[src/rtl/gbp_pkg.sv]
// Shared types and constants for the gshare branch predictor.
`timescale 1ns / 1ps

package gbp_pkg;

    localparam int CFG_W     = 4;
    localparam int CFG_IDX_W = 2;

    localparam logic [CFG_IDX_W-1:0] REG_INDEX_BITS   = 2'd0;
    localparam logic [CFG_IDX_W-1:0] REG_HISTORY_BITS = 2'd1;

    localparam logic [CFG_W-1:0] INDEX_BITS_RESET   = 4'd12;
    localparam logic [CFG_W-1:0] HISTORY_BITS_RESET = 4'd8;

    typedef struct packed {
        logic clear;
        logic load;
        logic update;
    } gbp_cmd_t;

    typedef struct packed {
        logic clear_done;
    } gbp_status_t;

endpackage

[src/rtl/gbp_ctrl.sv]
// Controller state machine: table clear, item accept, update and result hold.
`timescale 1ns / 1ps

module gbp_ctrl (
    input  logic                clk,
    input  logic                rst_n,
    input  logic                in_valid,
    output logic                in_ready,
    output logic                out_valid,
    input  logic                out_ready,
    input  gbp_pkg::gbp_status_t status,
    output gbp_pkg::gbp_cmd_t   cmd
);

    typedef enum logic [2:0] {
        ST_CLEAR  = 3'b001,
        ST_IDLE   = 3'b010,
        ST_UPDATE = 3'b100
    } state_t;

    state_t state_reg;
    state_t state_next;
    logic   out_valid_reg;
    logic   out_valid_next;
    logic   update_go;

    assign update_go = (state_reg == ST_UPDATE) && (!out_valid_reg || out_ready);

    always_comb
    begin
        state_next = state_reg;
        case (state_reg)
            ST_CLEAR:
            begin
                if (status.clear_done)
                begin
                    state_next = ST_IDLE;
                end
            end
            ST_IDLE:
            begin
                if (in_valid)
                begin
                    state_next = ST_UPDATE;
                end
            end
            ST_UPDATE:
            begin
                if (update_go)
                begin
                    state_next = ST_IDLE;
                end
            end
            default:
            begin
                state_next = ST_CLEAR;
            end
        endcase
    end

    always_comb
    begin
        out_valid_next = out_valid_reg;
        if (update_go)
        begin
            out_valid_next = 1'b1;
        end
        else if (out_ready)
        begin
            out_valid_next = 1'b0;
        end
    end

    always_ff @(posedge clk or negedge rst_n)
    begin
        if (!rst_n)
        begin
            state_reg     <= ST_CLEAR;
            out_valid_reg <= 1'b0;
        end
        else
        begin
            state_reg     <= state_next;
            out_valid_reg <= out_valid_next;
        end
    end

    assign in_ready   = (state_reg == ST_IDLE);
    assign out_valid  = out_valid_reg;
    assign cmd.clear  = (state_reg == ST_CLEAR);
    assign cmd.load   = (state_reg == ST_IDLE) && in_valid;
    assign cmd.update = update_go;

endmodule

[config.mk]
export PLATFORM = sky130hd
export DESIGN_NAME = gbp_ctrl
export DESIGN_NICKNAME = d
export VERILOG_FILES = /design/src/rtl/gbp_pkg.sv /design/src/rtl/gbp_ctrl.sv
export SDC_FILE = /design/constraint.sdc
export NUM_CORES = 1
export LEC_CHECK = 0
export BUFFER_PORTS_ARGS = -buffer_cell sky130_fd_sc_hd__buf_4
export CAP_MARGIN = 10
export CORE_AREA = 2 2 39 41
export CTS_CLUSTER_DIAMETER = 100
export CTS_CLUSTER_SIZE = 30
export DETAILED_ROUTE_END_ITERATION = 8
export DIE_AREA = 0 0 41 43
export GPL_TIMING_DRIVEN = 0
export PLACE_DENSITY = 0.33
export RECOVER_POWER = 25
export SLEW_MARGIN = 20
export SYNTH_ARGS = -nofsm -noshare
export SYNTH_HDL_FRONTEND = slang
export SYNTH_SLANG_ARGS = --single-unit
[constraint.sdc]
create_clock -name clk -period 3 [get_ports clk]
set_input_delay 0 -clock clk [delete_from_list [all_inputs] [get_ports clk]]
set_output_delay 0 -clock clk [all_outputs]
set_load 0.01 [all_outputs]
==> results.yml, run 1 <==
finish:
  finalNonFillerCells: 53
  antennaDiodeCount: 0
  n_fill_cell: 160
  flow.area_growth_from_synthesis_pct: 56.5
  design.final.nets: 43
  largest_register_ff_count: 3
  layout-drive-gt1-share_pct: 37.8
grt:
  largest_net_degree_at_the_start_of_global_routing: 7
  globalRoute.totalOverflow: 0
  track_usage_pct: 7.55
  grt_pass1_wl_um: 821
  vias_in_the_first_global_route: 207
  grt_antenna_before_repair: 0
synth:
  netlist_top_cells_area: "sky130_fd_sc_hd__dfrtp_1, sky130_fd_sc_hd__dfstp_2, sky130_fd_sc_hd__nand3b_1"
  yosys.area_share.xor_xnor_pct: 0
  synth_async_sr_flop_share_pct: 100
  synth_compound_area_share_pct: 11.2
  synth_top_family_by_area: "simple AND/OR/NAND/NOR gates"
  post-synth-top-area-cell: "sky130_fd_sc_hd__dfrtp_1"
  synthMostInstantiatedCell: "sky130_fd_sc_hd__dfrtp_1"
  synth_cell_types: 16
  mappedNetlistArea_um2: 213
  synthFlopType: "sky130_fd_sc_hd__dfrtp_1"
  synthAdderAreaFrac_pct: 0
  synth_top_cell_area_share_pct: 35.3
  postSynthAreaPerCell_um2: 9.25
  post_synthesis_cell_count: 23
  synth_register_bits: 4
  seq_area_frac_synth_pct: 47.6
  synth_edf_count: 0
  yosys-mux-area-fraction_pct: 0
  postSynthNetCount: 28
  synth_simple_gate_area_share_pct: 35.9
  synth-warning-count: 0
die:
  floorplan.die_area_um2: 1760
  io_pins: 10
  start_util_pct: 15.4
  placement_rows: 14
  core-area_um2: 1380
  die_x_extent_um: 41
  fp.dieH_um: 43
sta:
  final.setup.tns_ns: 0
  report.final.slew_viol_count: 0
  setup_repair_after_global_routing_missed_its_margin: "false"
  final.period_utilization_pct: 43.1
  timing.clock.skew_ns: 0.00792
  slew_headroom_pct: 86.9
  clock.fmax_mhz: 774
  setup_ws_ns: 1.71
  period_minus_slack_ns: 1.29
  final-setup-viol-count: 0
  tightest_slew_ns: 0.196
  final.hold.worst_slack_ns: 0.0621
  final_hold_viol_count: 0
placed_design:
  port_buffer_count: 9
  post_place_setup_slack_ns: 1.95
  gp_congestion: 0.728
  placed_cells_incl_taps: 48
critical_path:
  worstSetupStartpointType: "register"
  critical_path_required_ns: 3.00
  path_max_fanout: 5
  crit_path_end_kind: "primary output"
  cp.arrival_ns: 1.29
  critical_path_class: "reg -> out"
clocking:
  cts_tree: "built"
  root_buffer_selected_by_cts: "sky130_fd_sc_hd__clkbuf_4"
  postCtsSetupBuffers: 0
  ctsHtreeMaxLevel: 1
  clkLatencyLatePin_ns: 0.24
  tritoncts.num_buffers: 3
  cts_repair_resize_count: 0
  worst_setup_hold_path_clk_slew_ns: 0.03
  numClockSinks: 4
  cts.path.max_buffers: 2
power_and_ir_drop:
  p_leak_nw: 0.162
  finalPower_uw: 270
  powerDensity_nw_per_um2: 811
  max-vdd-ir-drop_mv: 0.168
drt:
  vias: 203
  detail-route-antenna-nets: 0
  dr.first_iter.drc_count: 5
  finalWirelength_um: 446
  routed_vias_inst: 3.83
  wl_per_cell_um: 8.42
  route.detailed.drc: 0
  drt_pass1_iterations: 4
outcome:
  run_status: "finished clean"
flow_run:
  maxCapViolCount: 0
worst_hold_path:
  worst_hold_path_type: "in -> reg"
[cell families (layout without fill, tap and decap cells)]
kind of cell / after synthesis / count (layout)
AO/OA/AOI/OAI: 4 / 4
buffers and inverters: 2 / 16
flip-flops: 4 / 4
AND/OR/NAND/NOR: 13 / 13
[per-stage QoR]
stage          cell area [µm²]  utilization, %
6_report                   333            24.1
5_1_grt                    333            24.1
4_1_cts                    337            24.3
3_5_place_dp               300            21.7
3_3_place_gp               300            21.7
2_1_floorplan              213               -
[where the power goes]
| group | switching, mW | internal, mW | leakage [nW] |
|---|---|---|---|
| combinational | 0.0441 | 0.0550 | 0.0962 |
| clock | 0.0245 | 0.0501 | 0.0150 |
| sequential | 0.0203 | 0.0759 | 0.0510 |
| total | 0.0889 | 0.181 | 0.162 |
[layout by cell type, fill, tap and decap left out, types with 2 or more instances in the layout]
cell type	n
sky130_fd_sc_hd__buf_4	9
sky130_fd_sc_hd__clkbuf_1	2
sky130_fd_sc_hd__clkbuf_4	3
sky130_fd_sc_hd__dfrtp_1	3
sky130_fd_sc_hd__nand2b_1	2
sky130_fd_sc_hd__nand3_1	2
sky130_fd_sc_hd__nand3b_1	2
sky130_fd_sc_hd__nor2_1	2
sky130_fd_sc_hd__o21ai_1	2
[critical path, stage by stage, from the launching register on]
cell and delay (ns):
sky130_fd_sc_hd__dfstp_2 0.55, sky130_fd_sc_hd__nand2b_1 0.17, sky130_fd_sc_hd__nor2_2 0.05, sky130_fd_sc_hd__and2_1 0.15
sky130_fd_sc_hd__buf_4 0.14
[worst paths after layout]
check,from,endpoint,slack [ns],cells after the start
worst min-delay path,in_valid,state_reg[2]$_DFFE_PN0P_,0.06,3
worst max register to register,state_reg[0]$_DFFE_PN1P_,state_reg[1]$_DFFE_PN0P_,1.97,3
worst min register to register,state_reg[0]$_DFFE_PN1P_,state_reg[2]$_DFFE_PN0P_,0.52,1
max in group asynchronous,rst_n,state_reg[0]$_DFFE_PN1P_,2.64,2
worst max-delay path,state_reg[0]$_DFFE_PN1P_,cmd[1],1.71,4
min in group asynchronous,rst_n,state_reg[1]$_DFFE_PN0P_,0.11,2
[timing repair]
| action | 4_1_cts | 5_1_grt |
|---|---|---|
| setup endpoints to repair | 0 | 0 |
| hold endpoints to repair | 4 | 0 |
| hold buffers | 1 | 0 |
[layout make-up]
type / instances / area, µm² / share of cell area [%]
Buffer: 1 / 7.51 / 2.26
Clock buffer: 4 / 26.3 / 7.89
Inverter: 1 / 3.75 / 1.13
Multi-Input combinational cell: 17 / 100 / 30.1
Sequential cell: 4 / 101 / 30.5
Tap cell: 16 / 20.0 / 6.02
Timing Repair Buffer: 10 / 73.8 / 22.2
[per-layer routing]
| layer | part of all wire [%] | global-route usage, % | wire, µm | vias up |
|---|---|---|---|---|
| met4 | 4.7 | 10.0 | 21 | 0 |
| met1 | 46 | 11.4 | 207 | 87 |
| met2 | 40 | 6.88 | 177 | 9 |
| met5 | 0 | 0 | 0 | - |
| li1 | - | - | - | 105 |
| met3 | 9.2 | 1.57 | 41 | 2 |
Power figures use the tool's default switching activity.
==> run 2, diff against run 1 <==
==> constraint.sdc (replaced) <==
create_clock -name clk -period 1.2 [get_ports clk]
set_input_delay 0 -clock clk [delete_from_list [all_inputs] [get_ports clk]]
set_output_delay 0 -clock clk [all_outputs]
set_load 0.01 [all_outputs]
==> run 2 against run 1 <==
Net effect:
- global-route usage is 0.40 points higher
- die area stayed put
- critical path depth stayed put
==> results.yml, run 2 (synthesis gave the netlist of run 1 again) <==
critical_path:
  critical-path-top-delay-family: "flip-flops"
  cpMaxStageDelayCell: "sky130_fd_sc_hd__dfstp_2"
  cp.arrival_ns: 1.19
  critical_path_class: "reg -> out"
  worstSetupStartpointType: "register"
  path_max_fanout: 3
  critical_path_required_ns: 1.20
  crit_chain: "nand2b_4, nor2_2, and2_4, buf_6"
  critical_path.max_stage_delay_ns: 0.54
  crit_path_end_kind: "primary output"
  path_buf_inv: 1
finish:
  largest_register_ff_count: 3
  sequential_cell_area_um2: 103
  n_fill_cell: 152
  flow.area_growth_from_synthesis_pct: 94.1
  design.final.nets: 48
  utilization_pct: 29.8
  finalNonFillerCells: 58
  layout-drive-gt1-share_pct: 64.3
  antennaDiodeCount: 0
  final_common_cell: "sky130_fd_sc_hd__buf_4"
  final_cell_mix: "sky130_fd_sc_hd__buf_4, sky130_fd_sc_hd__clkbuf_4"
  multiInputGateArea_um2: 134
drt:
  routed_vias_inst: 3.95
  detail-route-antenna-nets: 0
  wl_per_cell_um: 9.48
  route.detailed.drc: 0
  finalWirelength_um: 550
  drt_pass1_iterations: 4
  vias: 229
  dr.first_iter.drc_count: 3
placed_design:
  post_place_setup_slack_ns: 0.153
  gp_congestion: 0.728
  placed_cells_incl_taps: 48
  port_buffer_count: 9
clocking:
  root_buffer_selected_by_cts: "sky130_fd_sc_hd__clkbuf_4"
  cts_tree: "built"
  clkLatencyLatePin_ns: 0.24
  tritoncts.num_buffers: 3
  worst_setup_hold_path_clk_slew_ns: 0.03
  cts.path.max_buffers: 2
  numClockSinks: 4
  ctsHtreeMaxLevel: 1
sta:
  setup_ws_ns: 0.0124
  final.period_utilization_pct: 99.0
  report.final.slew_viol_count: 0
  slew_headroom_pct: 84.5
  tightest_slew_ns: 0.233
  setup_repair_after_global_routing_missed_its_margin: "true"
  timing.clock.skew_ns: 0.00881
  final_hold_viol_count: 0
  final-setup-viol-count: 0
  clock.fmax_mhz: 842
  period_minus_slack_ns: 1.19
  final.setup.tns_ns: 0
outcome:
  run_status: "finished clean"
power_and_ir_drop:
  p_leak_nw: 0.194
  max-vdd-ir-drop_mv: 0.529
  powerDensity_nw_per_um2: 2070
grt:
  globalRoute.totalOverflow: 0
  largest_net_degree_at_the_start_of_global_routing: 7
  grt_antenna_before_repair: 0
  track_usage_pct: 7.96
  vias_in_the_first_global_route: 224
  grt_pass1_wl_um: 869
die:
  placement_rows: 14
  core-area_um2: 1380
  start_util_pct: 15.4
  fp.dieH_um: 43
  floorplan.die_area_um2: 1760
  io_pins: 10
  die_x_extent_um: 41
flow_run:
  maxCapViolCount: 0
worst_hold_path:
  worst_hold_path_type: "in -> reg"
==> run 2: cell count changes in the layout (fill, tap and decap cells not counted), sizes merged <==
cell / change
buf: +5
==> run 2: path summary, 6_finish.rpt <==
path | slack (ns) | cells past startpoint | from | endpoint
worst max-delay path | 0.01 | 4 | state_reg[0]$_DFFE_PN1P_ | cmd[1]
worst min-delay path | 0.06 | 3 | in_valid | state_reg[2]$_DFFE_PN0P_
worst max register to register | 0.05 | 5 | state_reg[0]$_DFFE_PN1P_ | state_reg[1]$_DFFE_PN0P_
worst min register to register | 0.64 | 2 | state_reg[0]$_DFFE_PN1P_ | state_reg[2]$_DFFE_PN0P_
max in group asynchronous | 0.84 | 2 | rst_n | state_reg[0]$_DFFE_PN1P_
min in group asynchronous | 0.11 | 2 | rst_n | out_valid$_DFFE_PN0P_
==> run 2: repair_timing <==
action / in CTS / in global routing
endpoints found under the setup margin: 2 / 4
gates resized for setup: 5 / 6
pin swaps: 3 / 0
hold buffers: 1 / 0
buffers inserted: 3 / 3
hold endpoints to repair: 4 / 0
==> run 2: metal layers <==
metal / track usage [%] / vias to the layer above / wire length [µm] / share of wire (%)
met5: 0 / - / 0 / 0
met4: 10.0 / 0 / 21 / 3.8
met3: 1.57 / 2 / 31 / 5.6
met2: 8.13 / 9 / 248 / 45
met1: 11.4 / 100 / 248 / 45
li1: - / 118 / - / -
==> run 2: metrics by stage <==
stage / power [mW] / hold slack, ns / instance area (µm²)
floorplan: 0.381 / -0.296 / 213
global placement: 0.493 / -0.201 / 300
detailed placement: 0.493 / -0.203 / 300
CTS: 0.748 / 0.0574 / 370
global route: 0.923 / 0.0709 / 413
finish: 0.853 / 0.0605 / 413
==> run 2: power breakdown <==
part / switching (mW) / internal [mW] / total (mW)
clock: 0.0625 / 0.125 / 0.188
combinational: 0.150 / 0.249 / 0.399
sequential: 0.0736 / 0.193 / 0.267
total: 0.286 / 0.567 / 0.853
==> run 2: cell type report <==
class	count	share of cell area [%]
Multi-Input combinational cell	17	32.4
Timing Repair Buffer	16	30.6
Sequential cell	4	24.8
Clock buffer	4	6.36
Tap cell	16	4.85
Inverter	1	0.909
==> run 2: worst reg2reg max path, delay by kind of cell, from the launching register on <==
kind / cells / cell delay (ns)
flip-flops: 1 / 0.54
buffers and inverters: 2 / 0.20
AO/OA/AOI/OAI: 2 / 0.18
AND/OR/NAND/NOR: 1 / 0.13
==> run 3, diff against run 2 <==
--- a/config.mk
+++ b/config.mk
@@ -5,15 +5,15 @@
 export SDC_FILE = /design/constraint.sdc
 export NUM_CORES = 1
 export LEC_CHECK = 0
-export BUFFER_PORTS_ARGS = -buffer_cell sky130_fd_sc_hd__buf_4
 export CAP_MARGIN = 10
 export CORE_AREA = 2 2 39 41
 export CTS_CLUSTER_DIAMETER = 100
 export CTS_CLUSTER_SIZE = 30
 export DETAILED_ROUTE_END_ITERATION = 8
 export DIE_AREA = 0 0 41 43
+export DONT_BUFFER_PORTS = 1
 export GPL_TIMING_DRIVEN = 0
-export PLACE_DENSITY = 0.33
+export PLACE_DENSITY = 0.3
 export RECOVER_POWER = 25
 export SLEW_MARGIN = 20
 export SYNTH_ARGS = -nofsm -noshare
==> constraint.sdc (replaced) <==
create_clock -name clk -period 1.4 [get_ports clk]
set_input_delay 0 -clock clk [delete_from_list [all_inputs] [get_ports clk]]
set_output_delay 0 -clock clk [all_outputs]
set_load 0.01 [all_outputs]
==> run 3 against run 2 <==
Net effect:
- clock power decreased by 18%
- sequential share of layout area up 10 points
- combinational power fell by 61%
- register-to-register slack improved by 0.31 ns
- clock-buffer cell count stayed put
- clock skew decreased by 0.0036 ns
- die area unchanged
- sequential cell count unchanged
- critical endpoint unchanged
==> results.yml, run 3 (synthesis gave the netlist of run 1 again) <==
power_and_ir_drop:
  p_comb_share_pct: 29.6
  power.internal_uw: 341
  switching_power_summed_over_all_nets_uw: 183
  powerDensity_nw_per_um2: 1810
  p_leak_nw: 0.128
  power.share.sequential_pct: 41.0
  max-vdd-ir-drop_mv: 0.384
  power.switching_fraction_pct: 35.0
  clockPowerShare_pct: 29.4
clocking:
  cts_hold_buffers: 3
  numClockSinks: 4
  cts.path.max_buffers: 2
  cts_tree: "built"
  postCtsSetupBuffers: 0
  cts_repair_resize_count: 0
  root_buffer_selected_by_cts: "sky130_fd_sc_hd__clkbuf_4"
  worst_setup_hold_path_clk_slew_ns: 0.04
  clkLatencyLatePin_ns: 0.23
  tritoncts.num_buffers: 3
  ctsHtreeMaxLevel: 1
die:
  core-area_um2: 1380
  fp.dieH_um: 43
  placement_rows: 14
  io_pins: 10
  start_util_pct: 15.4
  floorplan.die_area_um2: 1760
  die_x_extent_um: 41
finish:
  flow.area_growth_from_synthesis_pct: 35.9
  antennaDiodeCount: 0
  largest_register_ff_count: 3
  design.final.nets: 36
  final_cell_mix: "sky130_fd_sc_hd__clkbuf_4, sky130_fd_sc_hd__dlygate4sd3_1, sky130_fd_sc_hd__dfrtp_1"
  layout-drive-gt1-share_pct: 20.0
drt:
  finalWirelength_um: 484
  drt_pass1_iterations: 1
  route.detailed.drc: 0
  routed_vias_inst: 3.93
  vias: 181
  detail-route-antenna-nets: 0
  dr.first_iter.drc_count: 0
  wl_per_cell_um: 10.5
placed_design:
  place_hpwl_um: 373
  gp_congestion: 0.695
  post_place_setup_slack_ns: 0.359
  port_buffer_count: 0
critical_path:
  worstSetupStartpointType: "register"
  startpoint: "state_reg[0]$_DFFE_PN1P_"
  cp.arrival_ns: 1.22
  critical_path_class: "reg -> out"
  path_max_fanout: 5
  r2r_setup_slack_ns: 0.36
  crit_path_end_kind: "primary output"
  rr_worst_depth: 3
  critical_path.reg2reg.endpoint: "state_reg[1]$_DFFE_PN0P_"
  worstSetupEndpoint: "cmd[1]"
  critical_path_required_ns: 1.40
  r2r_start: "state_reg[0]$_DFFE_PN1P_"
sta:
  report.final.slew_viol_count: 0
  period_minus_slack_ns: 1.22
  setup_ws_ns: 0.176
  final.setup.tns_ns: 0
  final.period_utilization_pct: 87.4
  final_hold_viol_count: 0
  final-setup-viol-count: 0
  clock.fmax_mhz: 817
  tightest_slew_ns: 0.403
  setup_repair_after_global_routing_missed_its_margin: "false"
  slew_headroom_pct: 73.1
  timing.clock.skew_ns: 0.00516
worst_hold_path:
  worst_hold_path_type: "in -> async"
grt:
  track_usage_pct: 7.34
  grt_pass1_wl_um: 793
  vias_in_the_first_global_route: 215
  globalRoute.totalOverflow: 0
  grt_antenna_before_repair: 0
  largest_net_degree_at_the_start_of_global_routing: 7
flow_run:
  maxCapViolCount: 0
outcome:
  run_status: "finished clean"
[run 3: worst min path at each step]
| stage | from | to | slack, ns | depth (start not counted) |
|---|---|---|---|---|
| 2_1_floorplan | rst_n | out_valid$_DFFE_PN0P_ | -0.30 | 0 |
| 3_3_place_gp | rst_n | state_reg[2]$_DFFE_PN0P_ | -0.30 | 0 |
| 3_5_place_dp | rst_n | state_reg[2]$_DFFE_PN0P_ | -0.30 | 0 |
| 4_1_cts | rst_n | state_reg[1]$_DFFE_PN0P_ | 0.03 | 1 |
| 5_1_grt | rst_n | state_reg[1]$_DFFE_PN0P_ | 0.04 | 1 |
| 6_report | rst_n | state_reg[1]$_DFFE_PN0P_ | 0.03 | 1 |
[run 3: layout make-up]
cell class,count,area [µm²]
Sequential cell,4,101
Fill cell,160,1090
Tap cell,16,20.0
Multi-Input combinational cell,17,100
Timing Repair Buffer,3,30.0
Clock buffer,4,26.3
Buffer,1,7.51
Inverter,1,3.75
[run 3: worst max-delay path: stages, from the launching register on]
cell	delay, ns
sky130_fd_sc_hd__dfstp_2	0.56
sky130_fd_sc_hd__nand2b_1	0.17
sky130_fd_sc_hd__nor2_2	0.07
sky130_fd_sc_hd__and2_1	0.19
[run 3: layer usage]
metal	routed length [µm]	track usage, %	part of all wire (%)	vias up
met5	0	0	0	-
met4	0	12.0	0	0
met3	30	0.524	6.2	0
met2	267	10.0	55	4
met1	187	7.10	39	86
li1	-	-	-	91
[run 3: power groups by stage]
stage               Combinational (mW)  Clock [mW]  Sequential (mW)
CTS                              0.158       0.163            0.215
detailed placement               0.149           0            0.216
finish                           0.155       0.154            0.215
global route                     0.182       0.172            0.222
floorplan                        0.130           0            0.197
global placement                 0.147           0            0.212
[run 3: through the flow]
step           area, µm²  std cells  power [mW]  hold WS, ns  util [%]
5_1_grt              289         46       0.576       0.0408      20.9
3_3_place_gp         233         39       0.359       -0.295      16.8
2_1_floorplan        213         23       0.327       -0.296         -
3_5_place_dp         233         39       0.365       -0.295      16.8
4_1_cts              289         46       0.536       0.0280      20.9
6_report             289         46       0.524       0.0347      20.9
